===== src/rtl/core/tsgd_pkg.sv =====
// Shared types, constants and helpers for the simple glyph decoder.
`timescale 1ns / 1ps
package tsgd_pkg;

  localparam int MAX_POINTS_DEF   = 64;
  localparam int MAX_CONTOURS_DEF = 16;
  localparam int ADDR_W           = 6;
  localparam int FLAG_W           = 5;
  localparam int COORD_W          = 32;

  localparam int F_ON    = 0;
  localparam int F_XBYTE = 1;
  localparam int F_YBYTE = 2;
  localparam int F_XSAME = 3;
  localparam int F_YSAME = 4;

  localparam logic [3:0] HEAD_LAST = 4'd9;

  typedef enum logic [1:0] {
    KIND_POINT = 2'd0,
    KIND_NONE  = 2'd1,
    KIND_ERROR = 2'd2
  } kind_t;

  typedef enum logic [3:0] {
    PH_IDLE,
    PH_HEAD,
    PH_ENDS,
    PH_ILEN,
    PH_SKIP,
    PH_FLAGS,
    PH_REP,
    PH_XLOOK,
    PH_XCHK,
    PH_XBYTE,
    PH_YLOOK,
    PH_YCHK,
    PH_YBYTE
  } phase_t;

  typedef struct packed {
    logic                flag_we;
    logic                x_we;
    logic                re;
    logic [ADDR_W-1:0]   waddr;
    logic [ADDR_W-1:0]   raddr;
    logic [FLAG_W-1:0]   flag_wdata;
    logic [COORD_W-1:0]  x_wdata;
  } store_req_t;

  typedef struct packed {
    kind_t               kind;
    logic [5:0]          point_number;
    logic [COORD_W-1:0]  x_pos;
    logic [COORD_W-1:0]  y_pos;
    logic                curve_on;
    logic                ends_contour;
    logic                last;
  } result_t;

  function automatic logic [FLAG_W-1:0] compact_flag(input logic [7:0] b);
    compact_flag = {b[5], b[4], b[2], b[1], b[0]};
  endfunction

endpackage


===== src/rtl/core/tsgd_store.sv =====
// Flag and x coordinate memories, one write and one registered read a cycle.
`timescale 1ns / 1ps
module tsgd_store #(
  parameter int MAX_POINTS = tsgd_pkg::MAX_POINTS_DEF
) (
  input  logic                              clk,
  input  tsgd_pkg::store_req_t              req,
  output logic [tsgd_pkg::FLAG_W-1:0]       flag_rdata,
  output logic [tsgd_pkg::COORD_W-1:0]      x_rdata
);

  localparam int AW = (MAX_POINTS > 1) ? $clog2(MAX_POINTS) : 1;

  logic [tsgd_pkg::FLAG_W-1:0]  flag_mem [MAX_POINTS];
  logic [tsgd_pkg::COORD_W-1:0] x_mem    [MAX_POINTS];

  always_ff @(posedge clk) begin
    if (req.flag_we) begin
      flag_mem[req.waddr[AW-1:0]] <= req.flag_wdata;
    end
    if (req.x_we) begin
      x_mem[req.waddr[AW-1:0]] <= req.x_wdata;
    end
  end

  always_ff @(posedge clk) begin
    if (req.re) begin
      flag_rdata <= flag_mem[req.raddr[AW-1:0]];
      x_rdata    <= x_mem[req.raddr[AW-1:0]];
    end
  end

endmodule


===== src/rtl/core/tsgd_ctrl.sv =====
// Record sequencer: header, contour ends, flag expansion and coordinate decode.
`timescale 1ns / 1ps
module tsgd_ctrl #(
  parameter int MAX_POINTS   = tsgd_pkg::MAX_POINTS_DEF,
  parameter int MAX_CONTOURS = tsgd_pkg::MAX_CONTOURS_DEF
) (
  input  logic                              clk,
  input  logic                              rst,
  input  logic                              byte_valid,
  output logic                              byte_ready,
  input  logic [7:0]                        data_byte,
  input  logic                              record_start,
  input  logic                              out_free,
  output logic                              emit,
  output tsgd_pkg::result_t                 result,
  output tsgd_pkg::store_req_t              store_req,
  input  logic [tsgd_pkg::FLAG_W-1:0]       flag_rdata,
  input  logic [tsgd_pkg::COORD_W-1:0]      x_rdata
);

  localparam int PW = $clog2(MAX_POINTS + 1);
  localparam int CW = $clog2(MAX_CONTOURS + 1);
  localparam int CA = (MAX_CONTOURS > 1) ? $clog2(MAX_CONTOURS) : 1;

  tsgd_pkg::phase_t phase, phase_next, ph_eff;

  logic [3:0]                      byte_count, byte_count_next, bc_eff;
  logic [7:0]                      word_hold, word_hold_next;
  logic [15:0]                     contour_total, contour_total_next;
  logic [15:0]                     contour_ends [MAX_CONTOURS];
  logic                            ends_we;
  logic [15:0]                     ends_wdata;
  logic [PW-1:0]                   point_total, point_total_next;
  logic [15:0]                     skip_left, skip_left_next;
  logic [31:0]                     running_value, running_value_next;
  logic [PW-1:0]                   point_cursor, point_cursor_next;
  logic                            repeat_pending, repeat_pending_next;
  logic [CW-1:0]                   contour_cursor, contour_cursor_next;
  logic [7:0]                      rep_cnt, rep_cnt_next;
  logic [tsgd_pkg::FLAG_W-1:0]     last_flag, last_flag_next;

  logic          accept;
  logic [15:0]   word;
  logic          ct_none, ct_over;
  logic [PW-1:0] pc_plus, pc_inc;
  logic          pc_done, pc_room;
  logic          cc_last;
  logic          e_over;
  logic          is_x;
  logic          isb, same, coord_done;
  logic [31:0]   coord_val;
  logic          x_zero, y_zero;
  logic          rep_go;
  logic          ends_hit;

  always_comb begin
    case (phase)
      tsgd_pkg::PH_IDLE, tsgd_pkg::PH_HEAD, tsgd_pkg::PH_ENDS, tsgd_pkg::PH_ILEN,
      tsgd_pkg::PH_SKIP, tsgd_pkg::PH_FLAGS, tsgd_pkg::PH_XBYTE,
      tsgd_pkg::PH_YBYTE: byte_ready = out_free;
      default:            byte_ready = 1'b0;
    endcase
  end

  assign accept     = byte_valid && byte_ready;
  assign ph_eff     = record_start ? tsgd_pkg::PH_HEAD : phase;
  assign bc_eff     = record_start ? 4'd0 : byte_count;
  assign word       = {word_hold, data_byte};
  assign ct_none    = (contour_total == 16'd0) || contour_total[15];
  assign ct_over    = contour_total > 16'(MAX_CONTOURS);
  assign pc_plus    = point_cursor + PW'(1);
  assign pc_room    = point_cursor < point_total;
  assign pc_inc     = pc_room ? pc_plus : point_cursor;
  assign pc_done    = pc_plus >= point_total;
  assign cc_last    = (16'(contour_cursor) + 16'd1) >= contour_total;
  assign e_over     = word >= 16'(MAX_POINTS);
  assign is_x       = (phase == tsgd_pkg::PH_XBYTE);
  assign isb        = is_x ? flag_rdata[tsgd_pkg::F_XBYTE] : flag_rdata[tsgd_pkg::F_YBYTE];
  assign same       = is_x ? flag_rdata[tsgd_pkg::F_XSAME] : flag_rdata[tsgd_pkg::F_YSAME];
  assign coord_done = isb || (bc_eff != 4'd0);
  assign x_zero     = !flag_rdata[tsgd_pkg::F_XBYTE] && flag_rdata[tsgd_pkg::F_XSAME];
  assign y_zero     = !flag_rdata[tsgd_pkg::F_YBYTE] && flag_rdata[tsgd_pkg::F_YSAME];
  assign rep_go     = (rep_cnt != 8'd0) && pc_room;
  assign ends_hit   = (16'(contour_cursor) < contour_total) &&
                      (contour_ends[contour_cursor[CA-1:0]] == 16'(point_cursor));

  always_comb begin
    if (isb) begin
      coord_val = same ? running_value + {24'd0, data_byte}
                       : running_value - {24'd0, data_byte};
    end else begin
      coord_val = running_value + {{16{word[15]}}, word};
    end
  end

  always_comb begin
    phase_next = phase;
    case (phase)
      tsgd_pkg::PH_REP: begin
        if (!rep_go) begin
          phase_next = pc_room ? tsgd_pkg::PH_FLAGS : tsgd_pkg::PH_XLOOK;
        end
      end
      tsgd_pkg::PH_XLOOK: phase_next = tsgd_pkg::PH_XCHK;
      tsgd_pkg::PH_XCHK: begin
        if (x_zero) begin
          phase_next = pc_done ? tsgd_pkg::PH_YLOOK : tsgd_pkg::PH_XLOOK;
        end else begin
          phase_next = tsgd_pkg::PH_XBYTE;
        end
      end
      tsgd_pkg::PH_YLOOK: phase_next = tsgd_pkg::PH_YCHK;
      tsgd_pkg::PH_YCHK: begin
        if (!y_zero) begin
          phase_next = tsgd_pkg::PH_YBYTE;
        end else if (out_free) begin
          phase_next = pc_done ? tsgd_pkg::PH_IDLE : tsgd_pkg::PH_YLOOK;
        end
      end
      default: begin
        if (accept) begin
          case (ph_eff)
            tsgd_pkg::PH_HEAD: begin
              if (bc_eff == tsgd_pkg::HEAD_LAST) begin
                phase_next = (ct_none || ct_over) ? tsgd_pkg::PH_IDLE : tsgd_pkg::PH_ENDS;
              end else begin
                phase_next = tsgd_pkg::PH_HEAD;
              end
            end
            tsgd_pkg::PH_ENDS: begin
              if (bc_eff != 4'd0 && cc_last) begin
                phase_next = e_over ? tsgd_pkg::PH_IDLE : tsgd_pkg::PH_ILEN;
              end
            end
            tsgd_pkg::PH_ILEN: begin
              if (bc_eff != 4'd0) begin
                phase_next = (word == 16'd0) ? tsgd_pkg::PH_FLAGS : tsgd_pkg::PH_SKIP;
              end
            end
            tsgd_pkg::PH_SKIP: begin
              if (skip_left == 16'd1) begin
                phase_next = tsgd_pkg::PH_FLAGS;
              end
            end
            tsgd_pkg::PH_FLAGS: begin
              if (repeat_pending) begin
                phase_next = tsgd_pkg::PH_REP;
              end else if (!data_byte[3] && pc_inc >= point_total) begin
                phase_next = tsgd_pkg::PH_XLOOK;
              end
            end
            tsgd_pkg::PH_XBYTE: begin
              if (coord_done) begin
                phase_next = pc_done ? tsgd_pkg::PH_YLOOK : tsgd_pkg::PH_XLOOK;
              end
            end
            tsgd_pkg::PH_YBYTE: begin
              if (coord_done) begin
                phase_next = pc_done ? tsgd_pkg::PH_IDLE : tsgd_pkg::PH_YLOOK;
              end
            end
            default: phase_next = phase;
          endcase
        end
      end
    endcase
  end

  always_comb begin
    byte_count_next     = byte_count;
    word_hold_next      = word_hold;
    contour_total_next  = contour_total;
    point_total_next    = point_total;
    skip_left_next      = skip_left;
    running_value_next  = running_value;
    point_cursor_next   = point_cursor;
    repeat_pending_next = repeat_pending;
    contour_cursor_next = contour_cursor;
    rep_cnt_next        = rep_cnt;
    last_flag_next      = last_flag;
    ends_we             = 1'b0;
    ends_wdata          = word;
    emit                = 1'b0;
    result              = '0;
    result.kind         = tsgd_pkg::KIND_POINT;
    result.last         = 1'b1;
    store_req           = '0;
    store_req.waddr     = tsgd_pkg::ADDR_W'(point_cursor);
    store_req.raddr     = tsgd_pkg::ADDR_W'(point_cursor);
    store_req.flag_wdata = tsgd_pkg::compact_flag(data_byte);
    store_req.x_wdata   = coord_val;
    case (phase)
      tsgd_pkg::PH_REP: begin
        if (rep_go) begin
          store_req.flag_we    = 1'b1;
          store_req.flag_wdata = last_flag;
          point_cursor_next    = pc_plus;
          rep_cnt_next         = rep_cnt - 8'd1;
        end else if (!pc_room) begin
          point_cursor_next  = '0;
          running_value_next = '0;
          byte_count_next    = '0;
        end
      end
      tsgd_pkg::PH_XLOOK, tsgd_pkg::PH_YLOOK: store_req.re = 1'b1;
      tsgd_pkg::PH_XCHK: begin
        if (x_zero) begin
          store_req.x_we    = 1'b1;
          store_req.x_wdata = running_value;
          point_cursor_next = pc_plus;
          if (pc_done) begin
            point_cursor_next   = '0;
            contour_cursor_next = '0;
            running_value_next  = '0;
            byte_count_next     = '0;
          end
        end
      end
      tsgd_pkg::PH_YCHK: begin
        if (y_zero && out_free) begin
          emit                = 1'b1;
          result.point_number = 6'(point_cursor);
          result.x_pos        = x_rdata;
          result.y_pos        = running_value;
          result.curve_on     = flag_rdata[tsgd_pkg::F_ON];
          result.ends_contour = ends_hit;
          result.last         = pc_done;
          point_cursor_next   = pc_plus;
          if (ends_hit) begin
            contour_cursor_next = contour_cursor + CW'(1);
          end
        end
      end
      default: begin
        if (accept) begin
          case (ph_eff)
            tsgd_pkg::PH_HEAD: begin
              if (bc_eff == 4'd0) begin
                word_hold_next = data_byte;
              end
              if (bc_eff == 4'd1) begin
                contour_total_next = word;
              end
              if (bc_eff != tsgd_pkg::HEAD_LAST) begin
                byte_count_next = bc_eff + 4'd1;
              end else begin
                byte_count_next = '0;
                if (ct_none) begin
                  emit        = 1'b1;
                  result.kind = tsgd_pkg::KIND_NONE;
                end else if (ct_over) begin
                  emit        = 1'b1;
                  result.kind = tsgd_pkg::KIND_ERROR;
                end else begin
                  contour_cursor_next = '0;
                end
              end
            end
            tsgd_pkg::PH_ENDS: begin
              if (bc_eff == 4'd0) begin
                word_hold_next  = data_byte;
                byte_count_next = 4'd1;
              end else begin
                byte_count_next     = '0;
                ends_we             = (32'(contour_cursor) < MAX_CONTOURS);
                contour_cursor_next = contour_cursor + CW'(1);
                if (cc_last) begin
                  if (e_over) begin
                    emit        = 1'b1;
                    result.kind = tsgd_pkg::KIND_ERROR;
                  end else begin
                    point_total_next = PW'(word + 16'd1);
                  end
                end
              end
            end
            tsgd_pkg::PH_ILEN: begin
              if (bc_eff == 4'd0) begin
                word_hold_next  = data_byte;
                byte_count_next = 4'd1;
              end else begin
                byte_count_next     = '0;
                skip_left_next      = word;
                point_cursor_next   = '0;
                repeat_pending_next = 1'b0;
              end
            end
            tsgd_pkg::PH_SKIP: skip_left_next = skip_left - 16'd1;
            tsgd_pkg::PH_FLAGS: begin
              if (repeat_pending) begin
                repeat_pending_next = 1'b0;
                rep_cnt_next        = data_byte;
              end else begin
                if (pc_room) begin
                  store_req.flag_we = 1'b1;
                  last_flag_next    = tsgd_pkg::compact_flag(data_byte);
                end
                point_cursor_next = pc_inc;
                if (data_byte[3]) begin
                  repeat_pending_next = 1'b1;
                end else if (pc_inc >= point_total) begin
                  point_cursor_next  = '0;
                  running_value_next = '0;
                  byte_count_next    = '0;
                end
              end
            end
            tsgd_pkg::PH_XBYTE: begin
              if (!coord_done) begin
                word_hold_next  = data_byte;
                byte_count_next = 4'd1;
              end else begin
                byte_count_next    = '0;
                running_value_next = coord_val;
                store_req.x_we     = 1'b1;
                point_cursor_next  = pc_plus;
                if (pc_done) begin
                  point_cursor_next   = '0;
                  contour_cursor_next = '0;
                  running_value_next  = '0;
                end
              end
            end
            tsgd_pkg::PH_YBYTE: begin
              if (!coord_done) begin
                word_hold_next  = data_byte;
                byte_count_next = 4'd1;
              end else begin
                byte_count_next     = '0;
                running_value_next  = coord_val;
                emit                = 1'b1;
                result.point_number = 6'(point_cursor);
                result.x_pos        = x_rdata;
                result.y_pos        = coord_val;
                result.curve_on     = flag_rdata[tsgd_pkg::F_ON];
                result.ends_contour = ends_hit;
                result.last         = pc_done;
                point_cursor_next   = pc_plus;
                if (ends_hit) begin
                  contour_cursor_next = contour_cursor + CW'(1);
                end
              end
            end
            default: byte_count_next = byte_count;
          endcase
        end
      end
    endcase
  end

  always_ff @(posedge clk) begin
    if (rst) begin
      phase          <= tsgd_pkg::PH_IDLE;
      byte_count     <= '0;
      word_hold      <= '0;
      contour_total  <= '0;
      point_total    <= '0;
      skip_left      <= '0;
      running_value  <= '0;
      point_cursor   <= '0;
      repeat_pending <= 1'b0;
      contour_cursor <= '0;
      rep_cnt        <= '0;
      last_flag      <= '0;
    end else begin
      phase          <= phase_next;
      byte_count     <= byte_count_next;
      word_hold      <= word_hold_next;
      contour_total  <= contour_total_next;
      point_total    <= point_total_next;
      skip_left      <= skip_left_next;
      running_value  <= running_value_next;
      point_cursor   <= point_cursor_next;
      repeat_pending <= repeat_pending_next;
      contour_cursor <= contour_cursor_next;
      rep_cnt        <= rep_cnt_next;
      last_flag      <= last_flag_next;
    end
  end

  always_ff @(posedge clk) begin
    if (ends_we) begin
      contour_ends[contour_cursor[CA-1:0]] <= ends_wdata;
    end
  end

endmodule


===== src/rtl/core/truetype_simple_glyph_decoder.sv =====
// Top level of the simple glyph decoder: sequencer, stores and result register.
//
//   channel | valid        | ready        | payload
//   bytes   | data_valid   | data_ready   | data_byte, record_start
//   results | result_valid | result_ready | kind, point_number, x_pos, y_pos,
//           |              |              | curve_on, ends_contour, last
//
// Header, end, length, skip and flag bytes wait for a free result register.
// A repeat count fills one flag per cycle, then the sequencer leaves the fill.
// Each point of the x and y passes reads the flag/x store (registered read)
// in a look state and a check state, then takes its coordinate bytes, or none.
// Reset is synchronous and returns the sequencer to idle; no clearing pass.
// Bytes and point emits stall while the result register holds an untaken beat.
`timescale 1ns / 1ps
module truetype_simple_glyph_decoder #(
  parameter int MAX_POINTS   = tsgd_pkg::MAX_POINTS_DEF,
  parameter int MAX_CONTOURS = tsgd_pkg::MAX_CONTOURS_DEF
) (
  input  logic               clk,
  input  logic               rst,
  input  logic               data_valid,
  output logic               data_ready,
  input  logic [7:0]         data_byte,
  input  logic               record_start,
  output logic               result_valid,
  input  logic               result_ready,
  output logic [1:0]         kind,
  output logic [5:0]         point_number,
  output logic signed [31:0] x_pos,
  output logic signed [31:0] y_pos,
  output logic               curve_on,
  output logic               ends_contour,
  output logic               last
);

  tsgd_pkg::store_req_t          store_req;
  tsgd_pkg::result_t             res_in, res;
  logic [tsgd_pkg::FLAG_W-1:0]   flag_rdata;
  logic [tsgd_pkg::COORD_W-1:0]  x_rdata;
  logic                          emit;
  logic                          out_free;

  assign out_free = !result_valid || result_ready;

  tsgd_ctrl #(
    .MAX_POINTS  (MAX_POINTS),
    .MAX_CONTOURS(MAX_CONTOURS)
  ) u_ctrl (
    .clk         (clk),
    .rst         (rst),
    .byte_valid  (data_valid),
    .byte_ready  (data_ready),
    .data_byte   (data_byte),
    .record_start(record_start),
    .out_free    (out_free),
    .emit        (emit),
    .result      (res_in),
    .store_req   (store_req),
    .flag_rdata  (flag_rdata),
    .x_rdata     (x_rdata)
  );

  tsgd_store #(
    .MAX_POINTS(MAX_POINTS)
  ) u_store (
    .clk       (clk),
    .req       (store_req),
    .flag_rdata(flag_rdata),
    .x_rdata   (x_rdata)
  );

  always_ff @(posedge clk) begin
    if (rst) begin
      result_valid <= 1'b0;
    end else if (emit) begin
      result_valid <= 1'b1;
    end else if (result_ready) begin
      result_valid <= 1'b0;
    end
  end

  always_ff @(posedge clk) begin
    if (emit) begin
      res <= res_in;
    end
  end

  assign kind         = res.kind;
  assign point_number = res.point_number;
  assign x_pos        = res.x_pos;
  assign y_pos        = res.y_pos;
  assign curve_on     = res.curve_on;
  assign ends_contour = res.ends_contour;
  assign last         = res.last;

endmodule

===== config.mk =====
export PLATFORM = sky130hd
export DESIGN_NAME = truetype_simple_glyph_decoder
export DESIGN_NICKNAME = d
export VERILOG_FILES = /design/src/rtl/core/tsgd_pkg.sv /design/src/rtl/core/tsgd_store.sv /design/src/rtl/core/tsgd_ctrl.sv /design/src/rtl/core/truetype_simple_glyph_decoder.sv
export SDC_FILE = /design/constraint.sdc
export NUM_CORES = 2
export LEC_CHECK = 0
export ABC_CLOCK_PERIOD_IN_PS = 9200
export BUFFER_PORTS_ARGS = -buffer_cell sky130_fd_sc_hd__buf_4
export CAP_MARGIN = 25
export CORE_MARGIN = 2
export CORE_UTILIZATION = 63
export CTS_BUF_LIST = sky130_fd_sc_hd__clkbuf_4 sky130_fd_sc_hd__clkbuf_8 sky130_fd_sc_hd__clkbuf_16
export CTS_CLUSTER_DIAMETER = 200
export DETAILED_ROUTE_END_ITERATION = 10
export PLACE_DENSITY = 0.76
export RECOVER_POWER = 100
export SLEW_MARGIN = 10
export SYNTH_ARGS = -nofsm -noshare
export SYNTH_HDL_FRONTEND = slang
export SYNTH_SLANG_ARGS = --single-unit

===== constraint.sdc =====
create_clock -name clk -period 9.2 [get_ports clk]
set_input_delay 1.38 -clock clk [delete_from_list [all_inputs] [get_ports clk]]
set_output_delay 1.38 -clock clk [all_outputs]
set_load 0.03 [all_outputs]

==> out/results.tsv <==
metric	value	unit
cp-end-kind	flip-flop	
final_layout_size_suffix_gt1_share	9.17	%
die_h	418	um
wl_per_cell	36.3	um
chipWidth	418	um
netlist_instances	6436	
hold_viol	0	
dr.pass1.iters	11	
cts_tree	yes	
ir_drop	0.000182	V
cpPeakStageDelay	2.40	ns
layout_commonest_cell	edfxtp_1	
cpMostUsedCell	clkbuf_1	
cap_violations	128	
cts_hold_buffers	0	
synth_fp_nets	6525	
yosys-top-cells-area	edfxtp_1, a22oi_1, dfxtp_1	
yosysSeqAreaShare	78.3	%
crit_type	flip-flop to flip-flop	
rows	151	
min_from	u_store.x_rdata[11]	
ys_async_sr_fraction	0	%
drtIter0Drc	12500	
p_per_area	215	nW/um^2
initial_core_util	63.5	%
hpwl	183000	um
cts_setup_buffers	0	
r2r-start	u_ctrl.point_cursor[2]	
numPortBuffers	89	
slew_headroom	-165	%
final.setup.tns	0	ns
final.setup_skew	0.0873	ns
ff2ff_setup_slack	1.43	ns
r2r_end	u_store.x_rdata[6]	
yosysTopAreaCell	edfxtp_1	
syn_area	108000	um^2
slew_viol_final	3922	
ys_warn_count	0	
crit_path_start_kind	flip-flop	
ios	90	
syn_area_per_cell	16.8	um^2
finalWeightedCongestion	0.963	
gr-total-overflow	0	
core_area	170000	um^2
htree_levels	5	
grt_util_all_layers	37.3	%
hold_path_class	flip-flop to flip-flop	
worst_slew_pin_slew	3.98	ns
grt_pass1_vias	63900	
vias_per_cell	7.43	
path_max_fanout	47	
dp_cells	8529	
reg2reg_depth	7	
grt_pass1_wl	461000	um
fmax	129	MHz
min_period	7.77	ns
clock-sinks	2854	
slowest_stage	clkbuf_1	
final_nets	6726	
synth_ff_type	edfxtp_1	
violations	DRC, capacitance limit, slew limit	
crit_chain	and3_4 -> clkbuf_1 -> clkbuf_1 -> a22oi_1 -> a31oi_1 -> nor4_1 -> nand3_1	
synth_cell_types	84	
grt_start_max_net_pins	104	
rsz0062_at_grt	no	
route.detailed.drc	2	
antenna_found_initial	18	
worstPathArrival	8.51	ns
clk_latency	0.95	ns
synth_edf_count	2736	
min_period_over_period	84.5	%
vias	67300	
cts_root_buf	clkbuf_16	
p_leak	37.1	nW
worstHoldPathCells	1	
die-area	175000	um^2
cts_resized	0	
worstHoldEndpoint	x_pos[11]	
wl	329000	um
run_status	finished with violations	
numCtsBuffers	290	
ys_ff_latch	2854	
clockBufferDepth	4	
crit_required	9.94	ns
yosys.area.top_type_share	76.1	%
syn_to_final_growth	11.5	%
detail-route-antenna-nets	0	
clkSlewWorstSetupHoldPaths	0.06	ns
final_cell_mix	edfxtp_1, a22oi_1, clkbuf_16	
fin_cells	9058	
finalSetupViolCount	0	
[power breakdown]
| part | switching [mW] | internal (mW) |
|---|---|---|
| Combinational | 0.208 | 0.0368 |
| Sequential | 0.00423 | 14.2 |
| Clock | 4.74 | 6.70 |
| Total | 4.95 | 20.9 |
[stage by stage]
step / hold slack (ns) / setup slack, ns / power (mW) / util [%] / area [um^2]
final: 0.477 / 1.43 / 25.9 / 70.9 / 120000
after global routing: 0.479 / 1.43 / 26.3 / 70.9 / 120000
after CTS: 0.475 / 2.78 / 25.9 / 71.5 / 121000
after detailed placement: 0.475 / 2.16 / 14.7 / 66.1 / 112000
after floorplan: 0.445 / 0.587 / 14.6 / - / 108000
after global placement: 0.460 / 2.19 / 14.7 / 66.0 / 112000
[synth_stat cells (5+ instances only)]
master     instances
nor2_1           312
o22ai_1           14
and3_1             9
a22oi_1          830
o211ai_1          19
mux2_2            16
edfxtp_1        2736
buf_1             60
nand4_1           92
o21a_1             8
a41oi_1           46
o21ai_0           78
inv_1             46
dfxtp_1          118
a22o_1           226
nand2_1          202
nor3_1            51
mux4_2            35
nor2b_1           17
a21oi_1          208
clkbuf_1         342
or3_1             11
xnor2_1           38
o21bai_1           8
nor3b_1            9
nand3b_1           8
a31oi_1          176
nand3_1          103
ha_1              75
mux2i_1           38
nor4_1            65
a221oi_1         190
nand2b_1          20
a211oi_1          25
or2_2              5
and2_1            54
o31ai_1            5
or4_1             15
a21o_1            19
a2111oi_0          5
buf_2              9
xor2_1            20
[routing by layer]
metal  share of wire [%]  track usage [%]  wire length [um]  vias up
li1                    -                -                 -    26900
met5               0.040                0               132        -
met3                  16             13.0             53600     1000
met4                 5.3             16.6             17500       20
met1                  34             50.8            113000    33200
met2                  44             54.9            145000     6191
[cells by family (layout without fill, tap and decap cells)]
family,Yosys count,after routing,share of synthesized area (%)
DFF,2854,2854,78.3
AOI/OAI and AO/OA,1904,1904,13.0
and+or+nand+nor,993,993,4.48
buffers and inverters,462,861,1.63
muxes,89,89,1.25
adders and majority gates,76,76,0.888
xor gates and xnor gates,58,58,0.471
other,0,5,0
[state kept, by name, summed over array words and instances, names as in the netlist, 6 cells and up, named ones only]
register,cells
u_ctrl.rep_cnt,8
u_ctrl.running_value,32
u_store.x_rdata,32
u_ctrl.skip_left,16
u_ctrl.word_hold,8
point_number,6
u_ctrl.contour_total,16
u_ctrl.point_total,7
u_ctrl.contour_ends,256
u_ctrl.point_cursor,7
u_store.x_mem,2048
x_pos,32
u_store.flag_mem,320
y_pos,32
[cell type report]
class	instances	area [um^2]
inverter	48	180
clock inverter	126	1180
clock buffer	364	7930
tap	2218	2780
sequential	2854	84500
fill	10300	49500
multi-input combinational	3120	21900
timing repair buffer	323	1850
antenna	5	12.5
[worst max path at each step]
| stage | start | endpoint | slack [ns] | cells after the start |
|---|---|---|---|---|
| after global routing | u_ctrl.point_cursor[2] | u_store.x_rdata[19] | 1.43 | 7 |
| after global placement | data_byte[2] | u_store.x_mem[4][26] | 2.19 | 16 |
| after CTS | u_ctrl.phase[2] | u_store.x_mem[57][26] | 2.78 | 15 |
| after detailed placement | data_byte[2] | u_store.x_mem[4][26] | 2.16 | 16 |
| final | u_ctrl.point_cursor[2] | u_store.x_rdata[6] | 1.43 | 7 |
| after floorplan | record_start | curve_on | 0.59 | 7 |
[worst max-delay path: cells and delay by family (launching register included)]
family / cells / cell delay, ns
DFF: 1 / 0.91
and+or+nand+nor: 3 / 1.25
AOI/OAI and AO/OA: 2 / 0.91
buffers and inverters: 2 / 4.46
Power figures use the tool's default switching activity.
